===== src/rtl/bbps_pkg.sv =====
// Shared types and codes for the bang-bang position servo.
package bbps_pkg;

    localparam int DEF_POS_BITS = 10;
    localparam int NOISE_BITS   = 8;
    localparam int MODE_BITS    = 3;
    localparam int ADDR_BITS    = 5;
    localparam int DATA_BITS    = 32;

    localparam logic [NOISE_BITS-1:0] NOISE_MAX = '1;

    // Register reset values, handed out at the position width or, for the noise limit, at NOISE_BITS
    localparam int RST_NOISE_JUMP  = 50;
    localparam int RST_NOISE_LIMIT = 10;
    localparam int RST_DEADBAND    = 5;

    typedef logic [1:0] drive_t;
    localparam drive_t DRV_RELEASE  = 2'd0;
    localparam drive_t DRV_FORWARD  = 2'd1;
    localparam drive_t DRV_BACKWARD = 2'd2;
    localparam drive_t DRV_BRAKE    = 2'd3;

    typedef logic [MODE_BITS-1:0] mode_t;
    localparam mode_t MODE_TICK     = 3'd0;
    localparam mode_t MODE_MOVE_TO  = 3'd1;
    localparam mode_t MODE_JOG_FWD  = 3'd2;
    localparam mode_t MODE_JOG_BACK = 3'd3;
    localparam mode_t MODE_PARK     = 3'd4;
    localparam mode_t MODE_RELEASE  = 3'd5;
    localparam mode_t MODE_BRAKE    = 3'd6;

    typedef logic [2:0] reg_idx_t;
    localparam reg_idx_t REG_MIN_POS     = 3'd0;
    localparam reg_idx_t REG_MAX_POS     = 3'd1;
    localparam reg_idx_t REG_PARK_POS    = 3'd2;
    localparam reg_idx_t REG_NOISE_JUMP  = 3'd3;
    localparam reg_idx_t REG_NOISE_LIMIT = 3'd4;
    localparam reg_idx_t REG_DEADBAND    = 3'd5;

    typedef struct packed {
        drive_t drive;
        logic   done_res;
        logic   fault;
    } status_t;

endpackage


===== src/rtl/bbps_cfg.sv =====
// APB register file holding the servo limits and thresholds.
module bbps_cfg #(
    parameter int POS_BITS = bbps_pkg::DEF_POS_BITS
) (
    input  logic                                clk,
    input  logic                                rst_n,
    input  logic                                psel,
    input  logic                                penable,
    input  logic                                pwrite,
    input  logic [bbps_pkg::ADDR_BITS-1:0]      paddr,
    input  logic [bbps_pkg::DATA_BITS-1:0]      pwdata,
    output logic [bbps_pkg::DATA_BITS-1:0]      prdata,
    output logic                                pready,
    output logic [POS_BITS-1:0]                 min_position,
    output logic [POS_BITS-1:0]                 max_position,
    output logic [POS_BITS-1:0]                 park_position,
    output logic [POS_BITS-1:0]                 noise_jump,
    output logic [bbps_pkg::NOISE_BITS-1:0]     noise_limit,
    output logic [POS_BITS-1:0]                 deadband
);
    import bbps_pkg::*;

    logic [POS_BITS-1:0]   min_reg;
    logic [POS_BITS-1:0]   max_reg;
    logic [POS_BITS-1:0]   park_reg;
    logic [POS_BITS-1:0]   jump_reg;
    logic [NOISE_BITS-1:0] limit_reg;
    logic [POS_BITS-1:0]   dband_reg;
    logic                  wr_en;
    reg_idx_t              idx;

    assign pready = 1'b1;
    assign wr_en  = psel && penable && pwrite;
    assign idx    = paddr[4:2];

    always_ff @(posedge clk or negedge rst_n)
    begin
        if (!rst_n)
        begin
            min_reg   <= '0;
            max_reg   <= '1;
            park_reg  <= '0;
            jump_reg  <= POS_BITS'(RST_NOISE_JUMP);
            limit_reg <= NOISE_BITS'(RST_NOISE_LIMIT);
            dband_reg <= POS_BITS'(RST_DEADBAND);
        end
        else if (wr_en)
        begin
            unique case (idx)
                REG_MIN_POS:     min_reg   <= pwdata[POS_BITS-1:0];
                REG_MAX_POS:     max_reg   <= pwdata[POS_BITS-1:0];
                REG_PARK_POS:    park_reg  <= pwdata[POS_BITS-1:0];
                REG_NOISE_JUMP:  jump_reg  <= pwdata[POS_BITS-1:0];
                REG_NOISE_LIMIT: limit_reg <= pwdata[NOISE_BITS-1:0];
                REG_DEADBAND:    dband_reg <= pwdata[POS_BITS-1:0];
                default: ;
            endcase
        end
    end

    always_comb
    begin
        unique case (idx)
            REG_MIN_POS:     prdata = DATA_BITS'(min_reg);
            REG_MAX_POS:     prdata = DATA_BITS'(max_reg);
            REG_PARK_POS:    prdata = DATA_BITS'(park_reg);
            REG_NOISE_JUMP:  prdata = DATA_BITS'(jump_reg);
            REG_NOISE_LIMIT: prdata = DATA_BITS'(limit_reg);
            REG_DEADBAND:    prdata = DATA_BITS'(dband_reg);
            default:         prdata = '0;
        endcase
    end

    assign min_position  = min_reg;
    assign max_position  = max_reg;
    assign park_position = park_reg;
    assign noise_jump    = jump_reg;
    assign noise_limit   = limit_reg;
    assign deadband      = dband_reg;

endmodule


===== src/rtl/bbps_core.sv =====
// Servo state and the per-item decision logic; the state doubles as the result.
module bbps_core #(
    parameter int POS_BITS = bbps_pkg::DEF_POS_BITS
) (
    input  logic                            clk,
    input  logic                            rst_n,
    input  logic                            fire,
    input  bbps_pkg::mode_t                 mode,
    input  logic [POS_BITS-1:0]             sample,
    input  logic [POS_BITS-1:0]             goal,
    input  logic [POS_BITS-1:0]             min_position,
    input  logic [POS_BITS-1:0]             max_position,
    input  logic [POS_BITS-1:0]             park_position,
    input  logic [POS_BITS-1:0]             noise_jump,
    input  logic [bbps_pkg::NOISE_BITS-1:0] noise_limit,
    input  logic [POS_BITS-1:0]             deadband,
    output bbps_pkg::status_t               status,
    output logic [POS_BITS-1:0]             position,
    output logic [POS_BITS-1:0]             aim,
    output logic [POS_BITS-1:0]             gap
);
    import bbps_pkg::*;

    status_t               stat_reg,  stat_next;
    logic [POS_BITS-1:0]   pos_reg,   pos_next;
    logic [POS_BITS-1:0]   aim_reg,   aim_next;
    logic [POS_BITS-1:0]   good_reg,  good_next;
    logic [POS_BITS-1:0]   gap_reg,   gap_next;
    logic [NOISE_BITS-1:0] noise_reg, noise_next;

    logic [POS_BITS-1:0]   clamp_s;
    logic [POS_BITS-1:0]   clamp_g;
    logic [POS_BITS-1:0]   jump_d;
    logic [POS_BITS-1:0]   tgt_dist;

    function automatic logic [POS_BITS-1:0] clamp(
        input logic [POS_BITS-1:0] v,
        input logic [POS_BITS-1:0] lo,
        input logic [POS_BITS-1:0] hi
    );
        if (v < lo)
            return lo;
        if (v > hi)
            return hi;
        return v;
    endfunction

    function automatic logic [POS_BITS-1:0] abs_diff(
        input logic [POS_BITS-1:0] a,
        input logic [POS_BITS-1:0] b
    );
        return (a >= b) ? a - b : b - a;
    endfunction

    assign clamp_s  = clamp(sample, min_position, max_position);
    assign clamp_g  = clamp(goal, min_position, max_position);
    assign jump_d   = abs_diff(good_reg, sample);
    assign tgt_dist = abs_diff(aim_reg, sample);

    always_comb
    begin
        stat_next  = stat_reg;
        pos_next   = pos_reg;
        aim_next   = aim_reg;
        good_next  = good_reg;
        gap_next   = gap_reg;
        noise_next = noise_reg;
        unique case (mode)
            MODE_TICK:
            begin
                if (stat_reg.drive != DRV_BRAKE)
                begin
                    pos_next = sample;
                    if (noise_reg >= noise_limit)
                    begin
                        stat_next.drive    = DRV_BRAKE;
                        stat_next.done_res = 1'b1;
                        stat_next.fault    = 1'b1;
                        aim_next           = clamp_s;
                        noise_next         = '0;
                    end
                    else if (jump_d >= noise_jump)
                    begin
                        if (noise_reg != NOISE_MAX)
                            noise_next = noise_reg + 1'b1;
                    end
                    else
                    begin
                        gap_next  = tgt_dist;
                        good_next = sample;
                        priority if (sample < min_position)
                            stat_next.drive = DRV_FORWARD;
                        else if (sample > max_position)
                            stat_next.drive = DRV_BACKWARD;
                        else if (tgt_dist < deadband)
                        begin
                            stat_next.drive    = DRV_RELEASE;
                            stat_next.done_res = 1'b1;
                        end
                        else if (sample < aim_reg)
                            stat_next.drive = DRV_FORWARD;
                        else if (sample > aim_reg)
                            stat_next.drive = DRV_BACKWARD;
                        else
                            // on target with a zero deadband: drive left as it is
                            stat_next.drive = stat_reg.drive;
                    end
                end
            end
            MODE_MOVE_TO:
            begin
                aim_next           = clamp_g;
                stat_next.done_res = 1'b0;
                stat_next.drive    = DRV_RELEASE;
            end
            MODE_JOG_FWD:
            begin
                aim_next           = max_position;
                stat_next.done_res = 1'b0;
                stat_next.drive    = DRV_FORWARD;
            end
            MODE_JOG_BACK:
            begin
                aim_next           = min_position;
                stat_next.done_res = 1'b0;
                stat_next.drive    = DRV_BACKWARD;
            end
            MODE_PARK:
            begin
                aim_next           = clamp(park_position, min_position, max_position);
                stat_next.done_res = 1'b0;
                stat_next.drive    = DRV_RELEASE;
            end
            MODE_RELEASE:
            begin
                aim_next           = clamp_s;
                stat_next.done_res = 1'b1;
                stat_next.drive    = DRV_RELEASE;
            end
            MODE_BRAKE:
            begin
                aim_next           = clamp_s;
                stat_next.done_res = 1'b1;
                stat_next.drive    = DRV_BRAKE;
            end
            default: ;
        endcase
    end

    always_ff @(posedge clk or negedge rst_n)
    begin
        if (!rst_n)
        begin
            stat_reg  <= '{drive: DRV_BRAKE, done_res: 1'b1, fault: 1'b0};
            pos_reg   <= '0;
            aim_reg   <= '0;
            good_reg  <= '0;
            gap_reg   <= '0;
            noise_reg <= '0;
        end
        else if (fire)
        begin
            stat_reg  <= stat_next;
            pos_reg   <= pos_next;
            aim_reg   <= aim_next;
            good_reg  <= good_next;
            gap_reg   <= gap_next;
            noise_reg <= noise_next;
        end
    end

    assign status   = stat_reg;
    assign position = pos_reg;
    assign aim      = aim_reg;
    assign gap      = gap_reg;

endmodule


===== src/rtl/bang_bang_position_servo.sv =====
// Bang-bang position servo: one result per item, one item per clock sustained
// while m_tready stays high. The input register holds the item and
// the servo state registers, updated once per item, form the result register;
// the item is taken into them only when the output side is free, so a new
// item is accepted every cycle while m_tready stays high. Registers are
// written through APB with no wait states and should be changed only while
// no item is in flight.
module bang_bang_position_servo #(
    parameter int POS_BITS = bbps_pkg::DEF_POS_BITS,
    localparam int IN_W    = ((2 * POS_BITS + 7) / 8) * 8,
    localparam int OUT_W   = ((3 * POS_BITS + 4 + 7) / 8) * 8
) (
    input  logic                           clk,
    input  logic                           rst_n,
    input  logic                           psel,
    input  logic                           penable,
    input  logic                           pwrite,
    input  logic [bbps_pkg::ADDR_BITS-1:0] paddr,
    input  logic [bbps_pkg::DATA_BITS-1:0] pwdata,
    output logic [bbps_pkg::DATA_BITS-1:0] prdata,
    output logic                           pready,
    input  logic                           s_tvalid,
    output logic                           s_tready,
    input  logic [IN_W-1:0]                s_tdata,   // sample, goal, zero fill
    input  bbps_pkg::mode_t                s_tuser,   // mode
    output logic                           m_tvalid,
    input  logic                           m_tready,
    output logic [OUT_W-1:0]               m_tdata    // drive, done_res, fault,
                                                      // position, aim, gap, zero fill
);
    import bbps_pkg::*;

    logic                  in_valid_reg, in_valid_next;
    logic                  out_valid_reg, out_valid_next;
    mode_t                 mode_reg;
    logic [POS_BITS-1:0]   sample_reg;
    logic [POS_BITS-1:0]   goal_reg;
    logic                  advance;
    logic                  fire;
    logic                  in_xfer;

    logic [POS_BITS-1:0]   min_position;
    logic [POS_BITS-1:0]   max_position;
    logic [POS_BITS-1:0]   park_position;
    logic [POS_BITS-1:0]   noise_jump;
    logic [NOISE_BITS-1:0] noise_limit;
    logic [POS_BITS-1:0]   deadband;

    status_t               status;
    logic [POS_BITS-1:0]   position;
    logic [POS_BITS-1:0]   aim;
    logic [POS_BITS-1:0]   gap;

    assign advance  = !out_valid_reg || m_tready;
    assign fire     = in_valid_reg && advance;
    assign s_tready = !in_valid_reg || advance;
    assign in_xfer  = s_tvalid && s_tready;

    always_comb
    begin
        in_valid_next = in_valid_reg;
        if (in_xfer)
            in_valid_next = 1'b1;
        else if (fire)
            in_valid_next = 1'b0;

        out_valid_next = out_valid_reg;
        if (fire)
            out_valid_next = 1'b1;
        else if (m_tready)
            out_valid_next = 1'b0;
    end

    always_ff @(posedge clk or negedge rst_n)
    begin
        if (!rst_n)
        begin
            in_valid_reg  <= 1'b0;
            out_valid_reg <= 1'b0;
        end
        else
        begin
            in_valid_reg  <= in_valid_next;
            out_valid_reg <= out_valid_next;
        end
    end

    always_ff @(posedge clk)
    begin
        if (in_xfer)
        begin
            mode_reg   <= s_tuser;
            sample_reg <= s_tdata[POS_BITS-1:0];
            goal_reg   <= s_tdata[2*POS_BITS-1:POS_BITS];
        end
    end

    bbps_cfg #(.POS_BITS(POS_BITS)) u_cfg (
        .clk           (clk),
        .rst_n         (rst_n),
        .psel          (psel),
        .penable       (penable),
        .pwrite        (pwrite),
        .paddr         (paddr),
        .pwdata        (pwdata),
        .prdata        (prdata),
        .pready        (pready),
        .min_position  (min_position),
        .max_position  (max_position),
        .park_position (park_position),
        .noise_jump    (noise_jump),
        .noise_limit   (noise_limit),
        .deadband      (deadband)
    );

    bbps_core #(.POS_BITS(POS_BITS)) u_core (
        .clk           (clk),
        .rst_n         (rst_n),
        .fire          (fire),
        .mode          (mode_reg),
        .sample        (sample_reg),
        .goal          (goal_reg),
        .min_position  (min_position),
        .max_position  (max_position),
        .park_position (park_position),
        .noise_jump    (noise_jump),
        .noise_limit   (noise_limit),
        .deadband      (deadband),
        .status        (status),
        .position      (position),
        .aim           (aim),
        .gap           (gap)
    );

    assign m_tvalid = out_valid_reg;
    assign m_tdata  = OUT_W'({gap, aim, position, status.fault, status.done_res,
                              status.drive});

endmodule


===== config.mk =====
export PLATFORM = sky130hd
export DESIGN_NAME = bang_bang_position_servo
export DESIGN_NICKNAME = d
export VERILOG_FILES = /design/src/rtl/bbps_pkg.sv /design/src/rtl/bbps_cfg.sv /design/src/rtl/bbps_core.sv /design/src/rtl/bang_bang_position_servo.sv
export SDC_FILE = /design/constraint.sdc
export NUM_CORES = 1
export LEC_CHECK = 0
export BUFFER_PORTS_ARGS = -buffer_cell sky130_fd_sc_hd__buf_2
export CORE_ASPECT_RATIO = 1.4
export CORE_MARGIN = 2
export CORE_UTILIZATION = 59
export DETAILED_ROUTE_END_ITERATION = 7
export HOLD_SLACK_MARGIN = 0.03
export PLACE_DENSITY_LB_ADDON = 0.05
export SLEW_MARGIN = 20
export SYNTH_ARGS = -nofsm -noshare
export SYNTH_HDL_FRONTEND = slang
export SYNTH_SLANG_ARGS = --single-unit

===== constraint.sdc =====
create_clock -name clk -period 4.9 [get_ports clk]
set_input_delay 0.49 -clock clk [delete_from_list [all_inputs] [get_ports clk]]
set_output_delay 0.49 -clock clk [all_outputs]
set_load 0.01 [all_outputs]

==> results by group, run 1 <==
Run status
  – Status: completed

Global routing
  – Total track usage: 0.344
  – GR Layer Usage met1: 0.406
  – Initial antenna violation count: 0
  – M2 GR Usage: 0.585
  – Largest net degree at the start of global routing: 73
  – First-pass GRT wire length: about 50000 um
  – Busiest grt layer: met2
  – Vias in the first global route: 9029
  – Met3 Usage GRT: 0.0510
  – Remaining Overflow, GRT: 0

Power
  – Power density over the cells: roughly 510 nW/um^2
  – Maximum VDD drop: roughly 310 uV
  – Total power: between 6000 and 7000 uW
  – LEAKAGE: between 0.005 and 0.006 uW

Timing
  – Final worst setup slack: between 0.2 and 0.3 ns
  – Final Hold Viols: 0
  – Period utilization: 0.948
  – Setup Skew: around 0.016 ns
  – RSZ-0062 raised after global routing: no
  – WHS: ~0.19 ns
  – Maximum clock rate: about 0.22 GHz
  – Pins Over Slew Limit: 0
  – Slew @ Worst Pin: ~1.1 ns
  – TNS Setup: 0 ns
  – # setup viols final: 0
  – Min cycle time layout: between 4 and 5 ns
  – Max_slew headroom: 0.288

Placement
  – Number of port buffers: 88
  – Placed inst area: 11400 um^2
  – Routability cong.: between 0.9 and 1
  – HPWL after DPL: between 20000 and 25000 um
  – Place WS: between 0.15 and 0.2 ns

Yosys
  – Asr flop ratio synth: 0.830
  – Fraction of the yosys area taken by sequential cells: 0.329
  – Unique cell type count in the Yosys netlist: 77
  – Synth warn: 0
  – Post-synthesis average cell area: ~9.1 um^2
  – #FFs+latches synth: roughly 140
  – Syn Inst Count: between 1000 and 1500
  – Most used DFF post-synth: dfrtp_1
  – EDFF count, synth: 23
  – Area of the mapped netlist: 10700 um^2

Floorplan
  – Row count: 58
  – # IOs: ~150
  – Die area: between 15000 and 20000 um^2
  – Die H: approximately 160 um
  – Core ar.: between 15000 and 20000 um^2
  – Initial Util: 0.598
  – Die width: ~120 um

Clocking
  – Reg clk slew, reported paths: roughly 0.07 ns
  – CTS Hold Bufs: 0
  – H-tree Lvls: 4
  – TritonCTS clock tree: yes
  – Worst skew pair latency: between 0.4 and 0.5 ns
  – Root Buffer: clkbuf_16
  – TritonCTS Buffers: 17
  – Clk buf depth: 2
  – Clock sinks: around 140

Setup path
  – Worst setup SP type: register
  – R2r setup slk: 0.25 ns
  – Critical Path RT: between 5 and 6 ns
  – Critical Path Sink Type: register
  – CP max FO: 4
  – Worst endpoint data arrival time: approximately 5.0 ns
  – Type of the worst setup path: register to register

Detailed routing
  – Vias per Instance: 6.20
  – Routed vias: 9405
  – Routed Antenna Nets: 0
  – Routed len/inst: between 20 and 25 um
  – Initial DRT Pass Iterations: 6
  – Initial DRC Count: approximately 840
  – DR DRC count: 0
  – Wirelength, routed: 32600 um

Final layout
  – Syn-to-layout area delta: 12.0%
  – Inserted Diodes: 0
  – Design area: roughly 12000 um^2
  – Commonest cells after routing, fill and taps aside: nand2_1, ha_1, o21ai_0, inv_1, dfrtp_1
  – Nets: approximately 1500
  – Layout cells sized above 1: 0.205

Run
  – Maxcap violations: 0

Hold path
  – Worst min path class: input pin to asynchronous set/reset pin
==> repair_timing <==
action	CTS	global route
resized for setup	0	6
setup endpoints to repair	0	27
setup buffers	0	0
==> cell usage after synthesis (8+ instances only) <==
cell      number  area, um^2
a211oi_1      17         128
a21o_1        25         188
a21oi_1       58         290
a22oi_1       12        90.1
a311o_1        9        90.1
a32oi_1       10        87.6
and2_1        12        75.1
buf_2          8        40.0
buf_4         30         225
clkbuf_1      29         109
dfrtp_1       92        2300
dfstp_2       20         526
edfxtp_1      23         691
ha_1         124        1550
inv_1         96         360
mux2_2        50         563
mux2i_1       26         260
nand2_1      124         465
nand2b_1      15        93.8
nand3_1       19        95.1
nand4_1       14        87.6
nor2_1        60         225
nor2b_1       13        81.3
nor3_1        15        75.1
o211ai_1       8        60.1
o21a_1        13        97.6
o21ai_0      100         500
o22ai_1        9        56.3
or2_2          8        50.1
xnor2_1       10        87.6
xor2_1        10        87.6
==> worst max-delay path, stage by stage (launching register included) <==
cell and delay [ns]:
edfxtp_1 0.46, ha_1 0.21, inv_1 0.05, fa_1 0.40
a211oi_1 0.23, o211ai_1 0.20, a21oi_1 0.22, buf_4 0.16
mux2i_1 0.20, a41oi_1 0.17, a311oi_2 0.27, xnor2_1 0.16
ha_1 0.26, a21o_1 0.16, a21oi_1 0.17, o211a_2 0.33
or2_2 0.17, o211ai_1 0.10, a2bb2oi_1 0.26, mux2_2 0.38
==> report_power, final <==
| part | leakage (uW) | total, uW | switching (uW) | internal, uW |
|---|---|---|---|---|
| clock | 0.000278 | 1270 | 534 | 737 |
| sequential | 0.00156 | 1740 | 298 | 1450 |
| combinational | 0.00375 | 3140 | 1830 | 1310 |
==> metal layers <==
metal | vias to the layer above | routed length, um
met5 | - | 0
li1 | 4370 | -
met4 | 0 | 2290
met1 | 4499 | 12600
met2 | 410 | 15700
met3 | 126 | 1970
==> path summary, 6_finish.rpt <==
kind / cells after the start / to / from
max in group asynchronous: 2 / u_core.aim[6] / rst_n
min in group clk: 1 / sample_reg[4] / s_tdata[4]
max reg2reg: 19 / u_core.status[2] / sample_reg[0]
max: 19 / u_core.status[2] / sample_reg[0]
min reg2reg: 1 / u_core.status[0] / u_core.status[0]
min: 1 / u_core.good_reg[3] / rst_n
==> metrics by stage <==
step	utilization	instances
floorplan	-	1197
global placement	0.636	1484
detailed placement	0.636	1484
CTS	0.668	1516
global route	0.670	1516
finish	0.670	1516
==> final cells by class <==
class,instances,area (um^2)
Clock buffer,20,458
Clock inverter,12,119
Fill cell,1587,5880
Inverter,96,360
Multi-Input combinational cell,892,6520
Sequential cell,135,3520
Tap cell,240,300
Timing Repair Buffer,121,691
==> cell families (layout without fill, tap and decap cells) <==
| logic type | after synthesis | in the layout | share of synthesized area |
|---|---|---|---|
| adder cells (fa/ha/maj) | 128 | 128 | 0.153 |
| buffers and inverters | 170 | 249 | 0.0740 |
| flip-flops | 135 | 135 | 0.329 |
| AO/OA/AOI/OAI | 333 | 333 | 0.210 |
| AND/OR/NAND/NOR | 303 | 303 | 0.133 |
| multiplexers | 79 | 79 | 0.0834 |
| XOR/XNOR | 20 | 20 | 0.0164 |
| other | 2 | 29 | 0.000703 |
Power figures use the tool's default switching activity.
==> run 2: changes to the inputs <==
--- a/config.mk
+++ b/config.mk
@@ -7,7 +7,6 @@
 export LEC_CHECK = 0
 export BUFFER_PORTS_ARGS = -buffer_cell sky130_fd_sc_hd__buf_2
 export CORE_ASPECT_RATIO = 1.4
-export CORE_MARGIN = 2
 export CORE_UTILIZATION = 59
 export DETAILED_ROUTE_END_ITERATION = 7
 export HOLD_SLACK_MARGIN = 0.03
==> run 2 against run 1 <==
Against the previous run: clock power about the same; worst setup slack better by 0.033 ns; power fell by 0.51%; flip-flop and latch count stayed put; count of clock-buffer cells in the layout down 3; core utilization is 0.96 points higher; combinational power barely moved; global-route usage rose by 1.8 points; critical endpoint unchanged.
==> results by group, run 2 (synthesized netlist as in run 1, its figures left out) <==
Run status
  – Status: completed

Setup path
  – Type of the worst setup path: register to register
  – Reg2reg end: u_core.status[2]
  – CP max FO: 4 (unchanged)
  – Critical Path Sink Type: register
  – Critical Path RT: 5.26 ns (about the same)
  – Worst r2r path cells: 19 (unchanged)
  – R2r setup slk: 0.29 ns (+0.03 ns)
  – Worst setup SP type: register
  – Worst endpoint data arrival time: 4.97 ns (-0.03 ns)
  – R2r startpoint: sample_reg[0]

Clocking
  – Worst skew pair latency: 0.43 ns (about the same)
  – TritonCTS clock tree: yes
  – Clock sinks: 135 (unchanged)
  – Setup bufs post-CTS: 0 (unchanged)
  – Clk buf depth: 2 (unchanged)
  – CTS Hold Bufs: 0 (unchanged)
  – Root Buffer: clkbuf_16
  – TritonCTS Buffers: 17 (unchanged)
  – H-tree Lvls: 4 (unchanged)
  – Reg clk slew, reported paths: 0.07 ns (about the same)
  – Post-cts resize count: 0 (unchanged)

Detailed routing
  – Routed len/inst: 21.2 um (-1.2%)
  – Routed Antenna Nets: 0 (unchanged)
  – Initial DRT Pass Iterations: 7 (+1)
  – Routed vias: 9302 (-1.1%)
  – DR DRC count: 0 (unchanged)
  – Wirelength, routed: 32000 um (-1.7%)
  – Initial DRC Count: 827 (-1.2%)
  – Vias per Instance: 6.16 (-0.64%)

Run
  – Maxcap violations: 0 (unchanged)

Global routing
  – Initial antenna violation count: 0 (unchanged)
  – Remaining Overflow, GRT: 0 (unchanged)
  – Largest net degree at the start of global routing: 69 (-5.5%)
  – Total track usage: 0.362 (+0.0179)
  – Vias in the first global route: 9081 (+0.58%)
  – First-pass GRT wire length: 49800 um (-0.66%)

Timing
  – Period utilization: 0.942 (-0.00668)
  – WHS: 0.128 ns (-0.0645 ns)
  – Final Hold Viols: 0 (unchanged)
  – RSZ-0062 raised after global routing: no
  – # setup viols final: 0 (unchanged)
  – Maximum clock rate: 0.217 GHz (+0.71%)
  – Max_slew headroom: 0.275 (-0.0130)
  – Pins Over Slew Limit: 0 (unchanged)
  – Final worst setup slack: 0.286 ns (+0.0327 ns)
  – Min cycle time layout: 4.61 ns (-0.0327 ns)
  – TNS Setup: 0 ns (unchanged)
  – Slew @ Worst Pin: 1.08 ns (+0.0194 ns)
  – Setup Skew: 0.00965 ns (-0.00685 ns)

Final layout
  – Commonest cells after routing, fill and taps aside: nand2_1, ha_1, o21ai_0, inv_1, dfrtp_1
  – Nets: 1459 (-0.21%)
  – Inserted Diodes: 0 (unchanged)
  – Design area: 11900 um^2 (-0.32%)
  – Final core occ: 0.680 (+0.00955)
  – # fillers: 1533 (-3.4%)
  – Syn-to-layout area delta: 11.7%
  – Layout cells sized above 1: 0.203 (-0.00109)

Floorplan
  – Row count: 57 (-1.7%)
  – Initial Util: 0.609 (+0.0105)
  – # IOs: 146 (unchanged)
  – Die width: 116 um (-1.7%)
  – Die H: 161 um (-1.2%)
  – Core ar.: 17500 um^2 (-1.7%)
  – Die area: 18700 um^2 (-2.9%)

Hold path
  – Worst min path class: input pin to asynchronous set/reset pin

Placement
  – Routability cong.: 0.952 (+0.33%)
  – Place WS: 0.289 ns (+0.0927 ns)
  – Placed inst area: 11300 um^2 (-0.23%)
  – Number of port buffers: 88 (unchanged)
  – HPWL after DPL: 24300 um (-0.59%)

Power
  – Maximum VDD drop: 325 uV (+3.6%)
  – Power density over the cells: 513 nW/um^2 (-0.18%)
  – LEAKAGE: 0.00556 uW (-0.45%)
==> run 2: cell types whose count changed in the layout (fill, tap and decap cells not counted), sizes merged <==
cell / change
buf: -3
clkbuf: -3
clkinv: -2
clkinvlp: +2
inv: +3
==> run 2: layout make-up <==
| cell class | instances | area (um^2) | share of cell area |
|---|---|---|---|
| inverters | 96 | 360 | 0.0302 |
| repair buffers | 118 | 668 | 0.0560 |
| well taps | 236 | 295 | 0.0248 |
| clock inverters | 15 | 144 | 0.0121 |
| multi-input cells | 892 | 6520 | 0.546 |
| flip-flops and latches | 135 | 3520 | 0.295 |
| clock buffers | 17 | 425 | 0.0357 |
==> run 2: through the flow <==
stage	total power, uW	cells
finish	6120	1509
global route	6560	1509
CTS	6060	1509
detailed placement	4760	1477
global placement	4690	1477
floorplan	3820	1197
==> run 2: critical path, cell delays in order (launching register included) <==
cell       delay (ns)
edfxtp_1         0.49
inv_1            0.12
ha_1             0.17
inv_1            0.06
fa_1             0.39
a21o_1           0.17
a21oi_1          0.25
o21bai_1         0.13
nor4b_1          0.29
a21oi_1          0.08
a311oi_1         0.40
xnor2_1          0.19
ha_1             0.27
a21o_1           0.16
a21oi_1          0.17
o211a_2          0.31
or2_2            0.17
o211ai_1         0.10
a2bb2oi_1        0.25
mux2_2           0.37
==> run 2: power breakdown <==
part           leakage, uW  internal (uW)  switching [uW]
Clock             0.000269            710             560
Combinational      0.00373           1300            1820
Sequential         0.00156           1450             291
Total              0.00556           3450            2670
==> run 2: routing by layer <==
layer | vias to the layer above | part of all wire | GRT usage
met4 | 0 | 0.072 | 0.226
met5 | - | 0 | 0
met1 | 4434 | 0.40 | 0.435
li1 | 4360 | - | -
met2 | 374 | 0.47 | 0.599
met3 | 134 | 0.055 | 0.0570
==> run 2: how the worst max path moves through the flow <==
stage / to / cells past startpoint / start / slack [ns]
5_1_grt: u_core.status[2] / 19 / sample_reg[0] / 0.03
2_1_floorplan: u_core.gap[1] / 17 / sample_reg[1] / 0.67
3_5_place_dp: u_core.gap[8] / 19 / sample_reg[0] / 0.29
3_3_place_gp: u_core.gap[3] / 18 / sample_reg[0] / 0.31
4_1_cts: u_core.gap[5] / 19 / sample_reg[0] / 0.25
6_report: u_core.status[2] / 19 / sample_reg[0] / 0.29
==> run 3: changes to the inputs <==
--- a/config.mk
+++ b/config.mk
@@ -7,7 +7,8 @@
 export LEC_CHECK = 0
 export BUFFER_PORTS_ARGS = -buffer_cell sky130_fd_sc_hd__buf_2
 export CORE_ASPECT_RATIO = 1.4
-export CORE_UTILIZATION = 59
+export CORE_UTILIZATION = 60
+export CTS_BUF_LIST = sky130_fd_sc_hd__clkbuf_8
 export DETAILED_ROUTE_END_ITERATION = 7
 export HOLD_SLACK_MARGIN = 0.03
 export PLACE_DENSITY_LB_ADDON = 0.05
==> run 3 against run 2 <==
Against the previous run: count of clock-buffer cells in the layout increased by 1; sequential power about the same; critical path depth unchanged; flip-flop and latch count unchanged; worst setup slack better by 0.053 ns; first-iteration DRC count rose by 0.48%; die area shrank 1.6%; via count grew 1.0%; core utilization down 0.13 points; critical endpoint is now u_core.status[3]; largest cell class unchanged.
==> results by group, run 3 (synthesized netlist as in run 1, its figures left out) <==
Power
  – Power density over the cells: 496 nW/um^2 (-3.3%)
  – LEAKAGE: 0.00553 uW (-0.48%)
  – Maximum VDD drop: 259 uV (-20%)

Setup path
  – WP buf/inv: 2 (unchanged)
  – Worst r2r path cells: 19 (unchanged)
  – Worst setup SP type: register
  – CP peak stage delay: 0.45 ns (-0.04 ns)
  – Critical Path RT: 5.29 ns (+0.03 ns)
  – Critical Path End: u_core.status[3]
  – Critical Path Sink Type: register
  – Cell Chain, Critical Path: inv_1, ha_1, inv_1, fa_1, a21o_1, a21oi_1, o21bai_1, nor4b_1, a21oi_1, a311oi_1, xnor2_1, ha_1, a21o_1, a21oi_1, nor2b_2, or2_2, o211ai_1, a2bb2oi_1, mux2_2
  – R2r startpoint: sample_reg[0]
  – CP max FO: 3 (-1)
  – Worst path top cell family by delay: compound AO/OA/AOI/OAI gates
  – R2r setup slk: 0.34 ns (+0.05 ns)
  – Critical path depth in cells: 19 (unchanged)
  – Most common cell on crit path: a21oi_1
  – Reg2reg end: u_core.status[3]
  – Slowest-stage cell, CP: edfxtp_1
  – Setup crit start: sample_reg[0]
  – Type of the worst setup path: register to register
  – Worst endpoint data arrival time: 4.95 ns (-0.02 ns)

Floorplan
  – Row count: 57 (unchanged)
  – Die width: 115 um (-0.83%)
  – Core ar.: 17400 um^2 (-0.81%)
  – # IOs: 146 (unchanged)
  – Initial Util: 0.614 (+0.00499)
  – Die H: 160 um (-0.83%)
  – Die area: 18300 um^2 (-1.6%)

Timing
  – Slew @ Worst Pin: 1.10 ns (+0.0181 ns)
  – Min cycle time layout: 4.56 ns (-0.0533 ns)
  – Maximum clock rate: 0.219 GHz (+1.2%)
  – Pins Over Slew Limit: 0 (unchanged)
  – Max_slew headroom: 0.262 (-0.0121)
  – Final worst setup slack: 0.339 ns (+0.0533 ns)
  – Final Hold Viols: 0 (unchanged)
  – RSZ-0062 raised after global routing: yes
  – Setup Skew: 0.0114 ns (+0.00179 ns)
  – # setup viols final: 0 (unchanged)
  – Period utilization: 0.931 (-0.0109)

Placement
  – Routability cong.: 0.982 (+3.2%)
  – Dpl cells: 1482 (+0.34%)
  – Place WS: 0.222 ns (-0.0667 ns)
  – HPWL after DPL: 24400 um (+0.32%)
  – Number of port buffers: 88 (unchanged)

Final layout
  – Inserted Diodes: 0 (unchanged)
  – Finished Layout Cells: 1515 (+0.40%)
  – Commonest cells after routing, fill and taps aside: nand2_1, ha_1, o21ai_0, inv_1, dfrtp_1
  – Nets: 1465 (+0.41%)
  – Layout cells sized above 1: 0.204 (+0.000609)
  – Syn-to-layout area delta: 10.6%

Global routing
  – Total track usage: 0.366 (+0.00469)
  – Remaining Overflow, GRT: 0 (unchanged)
  – First-pass GRT wire length: 49900 um (about the same)
  – Initial antenna violation count: 0 (unchanged)
  – Largest net degree at the start of global routing: 53 (-23%)
  – Vias in the first global route: 8989 (-1.0%)

Clocking
  – Root Buffer: clkbuf_8
  – Clk buf depth: 2 (unchanged)
  – TritonCTS Buffers: 17 (unchanged)
  – Reg clk slew, reported paths: 0.09 ns (+0.02 ns)
  – H-tree Lvls: 4 (unchanged)
  – Setup bufs post-CTS: 0 (unchanged)
  – Worst skew pair latency: 0.46 ns (+0.03 ns)
  – TritonCTS clock tree: yes
  – Clock sinks: 135 (unchanged)

Detailed routing
  – Routed vias: 9397 (+1.0%)
  – Routed len/inst: 21.1 um (-0.41%)
  – DR DRC count: 0 (unchanged)
  – Wirelength, routed: 32000 um (about the same)
  – Routed Antenna Nets: 0 (unchanged)
  – Initial DRT Pass Iterations: 6 (-1)
  – Initial DRC Count: 831 (+0.48%)
  – Vias per Instance: 6.20 (+0.62%)

Hold path
  – Worst min path class: input pin to register

Run
  – Maxcap violations: 0 (unchanged)

Run status
  – Status: completed
-- run 3: cell count changes in the layout (fill, tap and decap cells not counted), moves of 2 or more --
| cell | previous run | this run |
|---|---|---|
| clkinv_4 | 1 | 4 |
| nor3_1 | 13 | 15 |
| buf_4 | 31 | 36 |
| nor3_2 | 3 | 1 |
| clkbuf_8 | 0 | 18 |
| clkbuf_16 | 17 | 0 |
| clkinvlp_4 | 4 | 1 |
-- run 3: stage by stage --
step                      power [uW]   util  hold WS (ns)  cell area (um^2)  TNS [ns]
after floorplan                 3820      -         0.194             10800         0
after detailed placement        4750  0.653         0.449             11400         0
final                           5860  0.679         0.195             11800         0
after global placement          4690  0.653         0.446             11400         0
after CTS                       5780  0.677         0.176             11800         0
after global routing            6280  0.679         0.173             11800  -0.00237
-- run 3: area by class of cell --
cell class | instances | area (um^2)
inverters | 96 | 360
fillers | 1483 | 5590
flip-flops and latches | 135 | 3520
well taps | 236 | 295
repair buffers | 124 | 716
clock buffers | 18 | 248
multi-input cells | 892 | 6510
clock inverters | 14 | 163
-- run 3: repair_timing --
item / in CTS / in global routing
resized for setup: 0 / 5
setup endpoints to repair: 0 / 23
endpoints found under the hold margin: 28 / 0
hold buffers: 1 / 0
-- run 3: worst min-delay path by stage --
stage	cells after the start	slack, ns	start	endpoint
4_1_cts	1	0.18	s_tdata[10]	goal_reg[0]
6_report	1	0.20	s_tdata[4]	sample_reg[4]
2_1_floorplan	0	0.19	rst_n	in_valid_reg
5_1_grt	1	0.17	s_tdata[11]	goal_reg[1]
3_3_place_gp	1	0.45	rst_n	u_core.good_reg[3]
3_5_place_dp	1	0.45	u_core.status[0]	u_core.status[0]
-- run 3: where the power goes --
group / leakage (uW) / internal, uW / switching, uW
sequential: 0.00156 / 1440 / 296
combinational: 0.00377 / 1290 / 1830
clock: 0.000207 / 479 / 519
total: 0.00553 / 3210 / 2650
-- run 3: layer usage --
layer,global-route usage,wire [um],up-vias
li1,-,-,4382
met1,0.455,12700,4489
met2,0.610,15600,414
met3,0.0444,1770,112
met4,0.210,1960,0
met5,0,0,-
